**src/rtl/can_frame_to_slcan_ascii_assert.svh**
```systemverilog
`ifndef CAN_FRAME_TO_SLCAN_ASCII_ASSERT_SVH
`define CAN_FRAME_TO_SLCAN_ASCII_ASSERT_SVH

// Checks that the consequent holds in the same cycle as the antecedent.
`define CFSA_ASSERT_SAME(lbl, clk, rst_n, ante, cons) \
    lbl: assert property (@(posedge clk) disable iff (!rst_n) (ante) |-> (cons)) \
        else $error("slcan encoder: same-cycle check failed");

// Checks that the consequent holds in the cycle after the antecedent.
`define CFSA_ASSERT_NEXT(lbl, clk, rst_n, ante, cons) \
    lbl: assert property (@(posedge clk) disable iff (!rst_n) (ante) |=> (cons)) \
        else $error("slcan encoder: next-cycle check failed");

`endif

```
**src/rtl/slcan_pkg.sv**
```systemverilog
package slcan_pkg;

    localparam int FrameW  = 116;
    localparam int TdataW  = 120;
    localparam int StreamW = 116;
    localparam int CountW  = 5;
    localparam int DataW   = 64;
    localparam int StampW  = 16;
    localparam int TailW   = DataW + StampW;

    localparam logic [7:0] AsciiCr  = 8'h0D;
    localparam logic [7:0] AsciiExt = 8'h54;
    localparam logic [7:0] AsciiStd = 8'h74;

    typedef struct packed {
        logic                ext;
        logic [StreamW-1:0]  stream;
        logic [CountW-1:0]   count;
    } t_desc;

    function automatic logic [7:0] hex_char(input logic [3:0] nib);
        logic [7:0] ch;
        if (nib < 4'd10) begin
            ch = 8'h30 + {4'd0, nib};
        end else begin
            ch = 8'h37 + {4'd0, nib};
        end
        return ch;
    endfunction

endpackage

```
**src/rtl/can_frame_to_slcan_ascii.sv**
```systemverilog
// Turns each received CAN frame into its slcan text line and sends it out one
// ASCII character per beat, ending with a carriage return that carries tlast.
// The output runs at one character per clock while tready stays high, and a
// line holds between 6 and 31 characters: one type letter, three or eight id
// digits, one length digit, two digits per printed data byte, four timestamp
// digits when enabled, and the carriage return. Lines of queued frames follow
// each other without idle cycles. Frames are taken into a two-entry queue, so
// the input keeps accepting while a line is sent, until the queue is full.
// The timestamp enable should only be changed while no line is pending.
`include "can_frame_to_slcan_ascii_assert.svh"

module can_frame_to_slcan_ascii (
    input  logic                         i_clk,
    input  logic                         i_rst_n,
    input  logic                         i_cfg_we,
    input  logic                         i_cfg_wdata,
    input  logic                         i_s_axis_tvalid,
    output logic                         o_s_axis_tready,
    // raw_id[31:0], length_code[35:32], byte_0..byte_7[99:36], stamp_ms[115:100].
    input  logic [slcan_pkg::TdataW-1:0] i_s_axis_tdata,
    output logic                         o_m_axis_tvalid,
    input  logic                         i_m_axis_tready,
    // ascii_char[7:0].
    output logic [7:0]                   o_m_axis_tdata,
    output logic                         o_m_axis_tlast
);

    logic             r_ts_en;
    logic             push;
    logic             pop;
    logic             full;
    logic             empty;
    slcan_pkg::t_desc desc;
    slcan_pkg::t_desc head;

    always_ff @(posedge i_clk) begin
        if (!i_rst_n) begin
            r_ts_en <= 1'b0;
        end else if (i_cfg_we) begin
            r_ts_en <= i_cfg_wdata;
        end
    end

    slcan_front u_front (
        .i_valid (i_s_axis_tvalid),
        .o_ready (o_s_axis_tready),
        .i_data  (i_s_axis_tdata),
        .i_ts_en (r_ts_en),
        .i_full  (full),
        .o_push  (push),
        .o_desc  (desc)
    );

    slcan_fifo u_fifo (
        .i_clk   (i_clk),
        .i_rst_n (i_rst_n),
        .i_push  (push),
        .i_desc  (desc),
        .i_pop   (pop),
        .o_head  (head),
        .o_full  (full),
        .o_empty (empty)
    );

    slcan_back u_back (
        .i_clk   (i_clk),
        .i_rst_n (i_rst_n),
        .i_head  (head),
        .i_empty (empty),
        .o_pop   (pop),
        .o_valid (o_m_axis_tvalid),
        .i_ready (i_m_axis_tready),
        .o_char  (o_m_axis_tdata),
        .o_last  (o_m_axis_tlast)
    );

    `CFSA_ASSERT_SAME(a_last_is_cr, i_clk, i_rst_n, o_m_axis_tvalid && o_m_axis_tlast, o_m_axis_tdata == slcan_pkg::AsciiCr)
    `CFSA_ASSERT_SAME(a_cr_only_last, i_clk, i_rst_n, o_m_axis_tvalid && !o_m_axis_tlast, o_m_axis_tdata != slcan_pkg::AsciiCr)
    `CFSA_ASSERT_NEXT(a_line_starts, i_clk, i_rst_n, o_m_axis_tvalid && i_m_axis_tready && o_m_axis_tlast, !o_m_axis_tvalid || o_m_axis_tdata == slcan_pkg::AsciiExt || o_m_axis_tdata == slcan_pkg::AsciiStd)

endmodule

```
**src/rtl/slcan_front.sv**
```systemverilog
module slcan_front (
    input  logic                        i_valid,
    output logic                        o_ready,
    input  logic [slcan_pkg::TdataW-1:0] i_data,
    input  logic                        i_ts_en,
    input  logic                        i_full,
    output logic                        o_push,
    output slcan_pkg::t_desc            o_desc
);

    logic [31:0]                   raw_id;
    logic [3:0]                    len;
    logic [slcan_pkg::StampW-1:0]  stamp;
    logic [slcan_pkg::StampW-1:0]  stamp_g;
    logic [3:0]                    nbytes;
    logic [6:0]                    shift;
    logic [slcan_pkg::DataW-1:0]   data_msb;
    logic [slcan_pkg::DataW-1:0]   keep_mask;
    logic [slcan_pkg::TailW-1:0]   tail;
    logic [slcan_pkg::CountW-1:0]  id_digits;
    logic [slcan_pkg::CountW-1:0]  ts_digits;

    always_comb begin
        raw_id  = i_data[31:0];
        len     = i_data[35:32];
        stamp   = i_data[115:100];
        stamp_g = i_ts_en ? stamp : '0;
        nbytes  = len[3] ? 4'd8 : len;
        shift   = {nbytes, 3'b000};
        for (int k = 0; k < 8; k++) begin
            data_msb[slcan_pkg::DataW-1-8*k -: 8] = i_data[36+8*k +: 8];
        end
        keep_mask = ~({slcan_pkg::DataW{1'b1}} >> shift);
        tail = {data_msb & keep_mask, {slcan_pkg::StampW{1'b0}}}
             | ({stamp_g, {slcan_pkg::DataW{1'b0}}} >> shift);
        id_digits = raw_id[31] ? 5'd8 : 5'd3;
        ts_digits = i_ts_en ? 5'd4 : 5'd0;

        o_desc.ext   = raw_id[31];
        o_desc.count = id_digits + 5'd1 + {nbytes, 1'b0} + ts_digits;
        if (raw_id[31]) begin
            o_desc.stream = {3'b000, raw_id[28:0], len, tail};
        end else begin
            o_desc.stream = {raw_id[11:0], len, tail, 20'd0};
        end
    end

    assign o_ready = !i_full;
    assign o_push  = i_valid && !i_full;

endmodule

```
**src/rtl/slcan_fifo.sv**
```systemverilog
module slcan_fifo (
    input  logic             i_clk,
    input  logic             i_rst_n,
    input  logic             i_push,
    input  slcan_pkg::t_desc i_desc,
    input  logic             i_pop,
    output slcan_pkg::t_desc o_head,
    output logic             o_full,
    output logic             o_empty
);

    slcan_pkg::t_desc r_mem [2];
    logic             r_wptr;
    logic             r_rptr;
    logic [1:0]       r_count;

    assign o_full  = (r_count == 2'd2);
    assign o_empty = (r_count == 2'd0);
    assign o_head  = r_mem[r_rptr];

    always_ff @(posedge i_clk) begin
        if (i_push) begin
            r_mem[r_wptr] <= i_desc;
        end
    end

    always_ff @(posedge i_clk) begin
        if (!i_rst_n) begin
            r_wptr  <= 1'b0;
            r_rptr  <= 1'b0;
            r_count <= 2'd0;
        end else begin
            if (i_push) begin
                r_wptr <= ~r_wptr;
            end
            if (i_pop) begin
                r_rptr <= ~r_rptr;
            end
            case ({i_push, i_pop})
                2'b10:   r_count <= r_count + 2'd1;
                2'b01:   r_count <= r_count - 2'd1;
                default: r_count <= r_count;
            endcase
        end
    end

endmodule

```
**src/rtl/slcan_back.sv**
```systemverilog
module slcan_back (
    input  logic             i_clk,
    input  logic             i_rst_n,
    input  slcan_pkg::t_desc i_head,
    input  logic             i_empty,
    output logic             o_pop,
    output logic             o_valid,
    input  logic             i_ready,
    output logic [7:0]       o_char,
    output logic             o_last
);

    typedef enum logic [1:0] {
        S_IDLE,
        S_DIGITS,
        S_END
    } t_state;

    t_state                          r_state;
    logic                            r_valid;
    logic [7:0]                      r_char;
    logic                            r_last;
    logic [slcan_pkg::StreamW-1:0]   r_stream;
    logic [slcan_pkg::CountW-1:0]    r_left;
    logic                            adv;

    assign adv   = !r_valid || i_ready;
    assign o_pop = adv && (r_state == S_IDLE) && !i_empty;

    always_ff @(posedge i_clk) begin
        if (!i_rst_n) begin
            r_state <= S_IDLE;
            r_valid <= 1'b0;
        end else if (adv) begin
            case (r_state)
                S_IDLE: begin
                    if (!i_empty) begin
                        r_valid  <= 1'b1;
                        r_char   <= i_head.ext ? slcan_pkg::AsciiExt : slcan_pkg::AsciiStd;
                        r_last   <= 1'b0;
                        r_stream <= i_head.stream;
                        r_left   <= i_head.count;
                        r_state  <= S_DIGITS;
                    end else begin
                        r_valid <= 1'b0;
                    end
                end
                S_DIGITS: begin
                    r_valid  <= 1'b1;
                    r_char   <= slcan_pkg::hex_char(
                        r_stream[slcan_pkg::StreamW-1 -: 4]);
                    r_last   <= 1'b0;
                    r_stream <= r_stream << 4;
                    r_left   <= r_left - 5'd1;
                    if (r_left == 5'd1) begin
                        r_state <= S_END;
                    end
                end
                S_END: begin
                    r_valid <= 1'b1;
                    r_char  <= slcan_pkg::AsciiCr;
                    r_last  <= 1'b1;
                    r_state <= S_IDLE;
                end
                default: begin
                    r_valid <= 1'b0;
                    r_state <= S_IDLE;
                end
            endcase
        end
    end

    assign o_valid = r_valid;
    assign o_char  = r_char;
    assign o_last  = r_last;

endmodule

```
**config.mk**
```make
export PLATFORM = sky130hd
export DESIGN_NAME = can_frame_to_slcan_ascii
export DESIGN_NICKNAME = d
export VERILOG_FILES = /design/src/rtl/slcan_pkg.sv /design/src/rtl/can_frame_to_slcan_ascii.sv /design/src/rtl/slcan_front.sv /design/src/rtl/slcan_fifo.sv /design/src/rtl/slcan_back.sv
export VERILOG_INCLUDE_DIRS = /design/src /design/src/rtl
export SDC_FILE = /design/constraint.sdc
export NUM_CORES = 1
export LEC_CHECK = 0
export BUFFER_PORTS_ARGS = -buffer_cell sky130_fd_sc_hd__clkbuf_2
export CAP_MARGIN = 10
export CORE_ASPECT_RATIO = 0.8
export CORE_MARGIN = 1
export CORE_UTILIZATION = 34
export DETAILED_ROUTE_END_ITERATION = 6
export SLEW_MARGIN = 0
export SYNTH_ARGS = -nofsm -noshare
export SYNTH_HDL_FRONTEND = slang
export SYNTH_SLANG_ARGS = --single-unit
```
**constraint.sdc**
```tcl
create_clock -name i_clk -period 8.8 [get_ports i_clk]
set_input_delay 1.76 -clock i_clk [delete_from_list [all_inputs] [get_ports i_clk]]
set_output_delay 1.76 -clock i_clk [all_outputs]
set_load 0.02 [all_outputs]
```
==> results of run 1 <==
==> stage by stage <==
step	cells	area, um2	total power, uW	hold slack (ps)
floorplan	1307	17180	3599	481.3
global placement	2033	18380	3898	491.0
detailed placement	2033	18380	3936	495.6
CTS	2099	19570	5535	519.9
global route	2099	19570	5749	544.3
finish	2099	19570	5478	513.7
==> cell families (layout without fill, tap and decap cells) <==
logic type / after synthesis / count (layout) / share of synthesized area, %
buffers and inverters: 108 / 225 / 2.892
XOR/XNOR: 12 / 12 / 0.6119
other: 1 / 1 / 0.02183
adder cells (fa/ha/maj): 11 / 11 / 0.7867
flip-flops: 380 / 380 / 65.91
AO/OA/AOI/OAI: 289 / 289 / 10.24
AND/OR/NAND/NOR: 326 / 326 / 8.763
multiplexers: 180 / 180 / 10.77
==> layout make-up <==
| cell class | instances | share of cell area, % |
|---|---|---|
| inverters | 15 | 0.2941 |
| multi-input cells | 819 | 27.55 |
| well taps | 675 | 4.315 |
| repair buffers | 144 | 3.887 |
| clock buffers | 50 | 5.197 |
| clock inverters | 16 | 0.9014 |
| flip-flops and latches | 380 | 57.86 |
==> registers in the layout, summed over array words and instances, names as in the netlist, 2 cells and up, named ones only <==
name	flops
u_fifo.r_mem	242
u_back.o_char	7
u_fifo.r_count	2
u_back.r_state	2
u_back.r_left	5
u_back.r_stream	116
==> critical path: stages <==
cell and delay (ps):
clkbuf_2 410, buf_4 400, nand2b_1 580, mux2i_1 740, mux2i_1 230, o31ai_1 370
==> report_power, final <==
part / switching (uW) / leakage (uW) / total, uW / internal, uW
Combinational: 773 / 0.00252 / 1170 / 398
Clock: 663 / 0.000584 / 1590 / 930
Sequential: 155 / 0.00357 / 2720 / 2560
Total: 1590 / 0.00668 / 5480 / 3890
==> path summary, 6_finish.rpt <==
kind,end,start,depth (start not counted)
min reg2reg,r_ts_en,r_ts_en,2
min,r_ts_en,r_ts_en,2
max,u_fifo.r_mem[1][40],i_s_axis_tdata[35],6
max reg2reg,u_back.r_stream[30],u_back.r_state[1],5
==> cells in the mapped netlist, drive strengths merged, types with 12 or more instances <==
cell type,instances
nor2,57
and2,17
a2bb2oi,13
a21oi,52
edfxtp,371
nand2,163
nand3,33
o21ai,140
clkbuf,47
mux2i,144
o31ai,12
mux2,36
buf,46
inv,13
==> layout by cell type, fill, tap and decap left out, types with 7 or more instances in the layout <==
master / count
ha_1: 9
and2_1: 16
nand3_1: 33
dfxtp_1: 8
nor2b_1: 9
and3_1: 7
nand4_1: 8
clkinv_1: 7
clkbuf_16: 39
inv_1: 13
mux2i_1: 144
a22o_1: 10
edfxtp_1: 371
o21a_1: 10
buf_4: 16
xnor2_1: 8
a2bb2oi_1: 13
a22oi_1: 10
a21oi_1: 47
nand2_1: 163
clkbuf_1: 11
mux2_2: 35
clkbuf_2: 128
nor2_1: 53
o31ai_1: 12
o21ai_0: 140
==> routing by layer <==
layer | track usage (%) | share of wire, % | vias up
met5 | 0.1905 | 0.032 | -
met4 | 4.134 | 1.9 | 2
met3 | 6.026 | 10 | 61
met2 | 26.73 | 43 | 468
met1 | 25.88 | 45 | 5424
li1 | - | - | 5097
==> summary.txt, run 1 <==
Yosys
  – Ys async rst share: 0%
  – Cell taking the most area after synthesis: edfxtp_1
  – Synthesized area per cell: 13.14 um2
  – Syn_nets: 1443
  – Yosys warnings: 0
  – Mapped Cells: 1307
  – Top-area cell type share of the netlist area: 64.86%
  – Post-synth top flop: edfxtp_1
  – Sequential share of the synthesized area: 65.91%
  – FF+latch count, synth: 380
  – EDFF count, synth: 371
  – Synth top area cells: edfxtp_1 65%, mux2i_1 8.4%, o21ai_0 4.1%
  – Synthesized area: 0.01718 mm2
  – Number of unique standard cell types used by synthesis: 64

Timing
  – Worst Max-Slew Pin Slew: 1207 ps
  – Worst Skew: 17.60 ps
  – Min Tclk post-route: 4184 ps
  – RSZ-0062 raised after global routing: false
  – Fin. max-slew vios: 0
  – Final setup TNS: 0 ps
  – Rel. slew slack: 18.92%
  – Final hold violation count: 0
  – Tcrit/Tclk final: 47.55%
  – Final Setup Violations: 0
  – Max Clk Rate: 239.0 MHz
  – PnR worst setup slack: 4616 ps

Final layout
  – Area Growth Syn to Fin: 13.95%
  – Area occupied by multi-input gates: 0.005391 mm2
  – Fill cell count: 4671
  – FF/Latch Area: 0.01132 mm2
  – Inserted Diodes: 0
  – Fraction of layout cells with a size suffix above 1: 17.42%
  – Final Net Count: 1533
  – Fin util: 39.32%

CTS
  – Setup repair bufs after CTS: 0
  – CTS tree: done
  – CTS Sinks: 380
  – Clock Root Buffer: clkbuf_16
  – Clk Latency, worst-skew pair: 530 ps
  – TritonCTS Buffers: 37
  – CTS resizes: 0
  – # hold bufs at CTS: 0
  – Max Root-Sink Buffers: 3
  – Number of H-tree levels: 2
  – CTS clk-pin slew, worst paths: 60 ps

Die
  – Core box area: 0.04978 mm2
  – Cell Rows: 73
  – # IOs: 137
  – Die W: 253.3 um
  – Die height: 203.0 um
  – DIE AREA: 0.05143 mm2
  – Initial Util: 34.51%

Critical path
  – Max FO, Critical Path: 30
  – Worst R2R Setup Slack: 5840 ps
  – Crit. End Element: flip-flop
  – Setup Crit Path Kind: in -> reg
  – WP data arrival: 4500 ps
  – Required @ worst endpoint: 9120 ps
  – Crit start category: input port

Global route
  – Initial antenna violation count: 1
  – Vias in the first global route: 10738
  – Largest net degree at the start of global routing: 92
  – Total GRT Usage: 18.20%
  – Grt total ovfl: 0
  – First-pass GRT wire length: 68.99 mm

Hold path
  – Hold Crit Class: reg -> reg

Placement
  – Dpl hpwl: 31.21 mm
  – Pre-CTS setup slack: 4189 ps
  – GP Congestion: 0.8734
  – Number of port buffers: 129

Flow run
  – Max_cap viols: 0

Pwr
  – Static leakage: 0.006677 uW
  – Power density cells: 279.9 mW/mm2
  – Max VDD drop: 0.0001562 V

Routing
  – Via count: 11052
  – Routed WL: 46.78 mm
  – Vias per cell: 5.265
  – DRT antenna net count: 0
  – # DRC: 0
  – Starting DRT DRC Count: 1106
  – WL/cell: 22.29 um
  – TritonRoute pass-1 iters: 5

Outcome
  – Status: finished clean
Power figures use the tool's default switching activity.
==> run 2: changes to the inputs <==
==> constraint.sdc (replaced) <==
create_clock -name i_clk -period 4.11 [get_ports i_clk]
set_input_delay 0.822 -clock i_clk [delete_from_list [all_inputs] [get_ports i_clk]]
set_output_delay 0.822 -clock i_clk [all_outputs]
set_load 0.02 [all_outputs]
==> run 2 against run 1 <==
Compared with the run above:
- final cell count grew 0.81%
- total power up 120%
- global-route usage fell by 0.29 points
- core utilization is 0.70 points higher
- combinational power grew 130%
- largest cell class unchanged
- largest power group unchanged
==> summary.txt, run 2 (same netlist as run 1, synthesis figures left out) <==
Timing
  – Min Tclk post-route: 2908 ps
  – RSZ-0062 raised after global routing: false
  – Tcrit/Tclk final: 70.75%
  – Final Setup Violations: 0 (unchanged)
  – Final hold violation count: 0 (unchanged)
  – Worst Max-Slew Pin Slew: 967.1 ps (-239.8 ps)
  – PnR worst setup slack: 1202 ps (-3414 ps)
  – Fin. max-slew vios: 0 (unchanged)
  – Max Clk Rate: 343.9 MHz
  – Rel. slew slack: 35.53% (+17 points)
  – Final setup TNS: 0 ps (unchanged)
  – Worst Skew: 19.61 ps (+2.011 ps)

Die
  – Core box area: 0.04978 mm2 (unchanged)
  – Cell Rows: 73 (unchanged)
  – Initial Util: 34.51% (unchanged)
  – Die W: 253.3 um (unchanged)
  – DIE AREA: 0.05143 mm2 (unchanged)
  – Die height: 203.0 um (unchanged)
  – # IOs: 137 (unchanged)

Pwr
  – Total Power: 12200 uW (+120%)
  – Static leakage: 0.006843 uW (+2.5%)
  – Max VDD drop: 0.0003857 V (+150%)
  – Power density cells: 612.2 mW/mm2 (+120%)

Final layout
  – Area Growth Syn to Fin: 15.99%
  – Biggest register: u_fifo.r_mem
  – Post-route cell area: 0.01992 mm2 (+1.8%)
  – Fill cell count: 4724 (+1.1%)
  – Final Net Count: 1547 (+0.91%)
  – Most frequent cells in the layout: 371 x edfxtp_1, 163 x nand2_1, 144 x mux2i_1, 140 x o21ai_0, 128 x clkbuf_2
  – Max reg flops: 242 (unchanged)
  – Fin util: 40.02% (+0.70 points)
  – Most common cell after layout, fill and taps aside: edfxtp_1
  – Inserted Diodes: 0 (unchanged)
  – Fraction of layout cells with a size suffix above 1: 18.88% (+1.5 points)

Global route
  – Total GRT Usage: 17.91% (-0.29 points)
  – Grt total ovfl: 0 (unchanged)
  – Initial antenna violation count: 1 (unchanged)
  – Vias in the first global route: 10558 (-1.7%)
  – Largest net degree at the start of global routing: 247 (+170%)
  – First-pass GRT wire length: 67.90 mm (-1.6%)

Critical path
  – Worst Setup SP: r_ts_en
  – Worst R2R Setup Slack: 1200 ps (-4640 ps)
  – Crit start category: flip-flop
  – Required @ worst endpoint: 4520 ps (-4600 ps)
  – R2R cell count: 4 (-1)
  – CP Capture Point: u_fifo.r_mem[1][44]
  – Crit. End Element: flip-flop
  – R2R Path End: u_fifo.r_mem[1][44]
  – WP data arrival: 3310 ps (-1190 ps)
  – Setup Crit Path Kind: reg -> reg
  – Max FO, Critical Path: 12 (-60%)
  – Reg2Reg Launch Point: r_ts_en

Placement
  – Placed cell area: 0.01857 mm2 (+1.0%)
  – Number of port buffers: 129 (unchanged)
  – Dpl hpwl: 31.19 mm (about the same)
  – GP Congestion: 0.8978 (+2.8%)
  – Pre-CTS setup slack: 1012 ps (-3177 ps)

Routing
  – WL/cell: 21.86 um (-1.9%)
  – Vias per cell: 5.271 (+0.11%)
  – Starting DRT DRC Count: 1102 (-0.36%)
  – DRT antenna net count: 0 (unchanged)
  – # DRC: 0 (unchanged)
  – Routed WL: 46.26 mm (-1.1%)
  – Via count: 11154 (+0.92%)
  – TritonRoute pass-1 iters: 5 (unchanged)

CTS
  – Setup repair bufs after CTS: 0 (unchanged)
  – Number of H-tree levels: 2 (unchanged)
  – CTS Sinks: 380 (unchanged)
  – CTS tree: done
  – TritonCTS Buffers: 39 (+5.4%)
  – CTS clk-pin slew, worst paths: 60 ps (about the same)
  – Clk Latency, worst-skew pair: 550 ps (+20 ps)
  – Max Root-Sink Buffers: 3 (unchanged)
  – # hold bufs at CTS: 0 (unchanged)
  – Clock Root Buffer: clkbuf_16
  – CTS resizes: 0 (unchanged)

Hold path
  – Hold Crit Class: reg -> reg

Outcome
  – Status: finished clean

Flow run
  – Max_cap viols: 0 (unchanged)
[run 2: cell count changes in the layout (fill, tap and decap cells not counted), sizes merged]
cell / change
buf: +12
bufinv: +3
clkbuf: -3
clkinv: +3
clkinvlp: +2
[run 2: area by class of cell]
| class | instances | area (um2) | area share, % |
|---|---|---|---|
| clock inverters | 24 | 309.0 | 1.551 |
| multi-input cells | 819 | 5391 | 27.06 |
| clock buffers | 47 | 1047 | 5.257 |
| repair buffers | 156 | 948.4 | 4.760 |
| well taps | 675 | 844.6 | 4.239 |
| inverters | 15 | 57.56 | 0.2889 |
| flip-flops and latches | 380 | 11320 | 56.84 |
[run 2: worst min-delay path by stage]
stage | startpoint | endpoint | cells past startpoint
after global placement | u_fifo.r_count[1] | u_fifo.r_count[1] | 2
after global routing | u_back.r_stream[16] | u_back.r_stream[20] | 2
final | u_fifo.r_rptr | flip-flop | 2
after floorplan | u_fifo.r_rptr | flip-flop | 2
after detailed placement | u_fifo.r_rptr | flip-flop | 2
after CTS | i_cfg_wdata | r_ts_en | 3
[run 2: report_power, final]
part / total (uW) / switching [uW] / leakage [uW] / internal, uW
Clock: 3750 / 1480 / 0.000663 / 2260
Sequential: 5780 / 303 / 0.00357 / 5470
Combinational: 2680 / 1750 / 0.00261 / 930
[run 2: critical path, cell delays in order, from the launching register on]
cell,delay [ps]
dfxtp_1,830
nor2b_1,500
nand3b_1,340
o21ai_0,780
mux2_2,310
[run 2: layer usage]
| metal | track usage, % | share of wire (%) |
|---|---|---|
| met3 | 4.782 | 9.0 |
| met5 | 0 | 0.030 |
| met1 | 26.43 | 46 |
| met4 | 4.719 | 2.1 |
| met2 | 25.77 | 42 |
[run 2: stage by stage]
stage               std cells  hold slack [ps]
floorplan                1307            481.3
global placement         2045            493.8
detailed placement       2045            503.8
CTS                      2116            508.4
global route             2116            537.4
finish                   2116            515.1
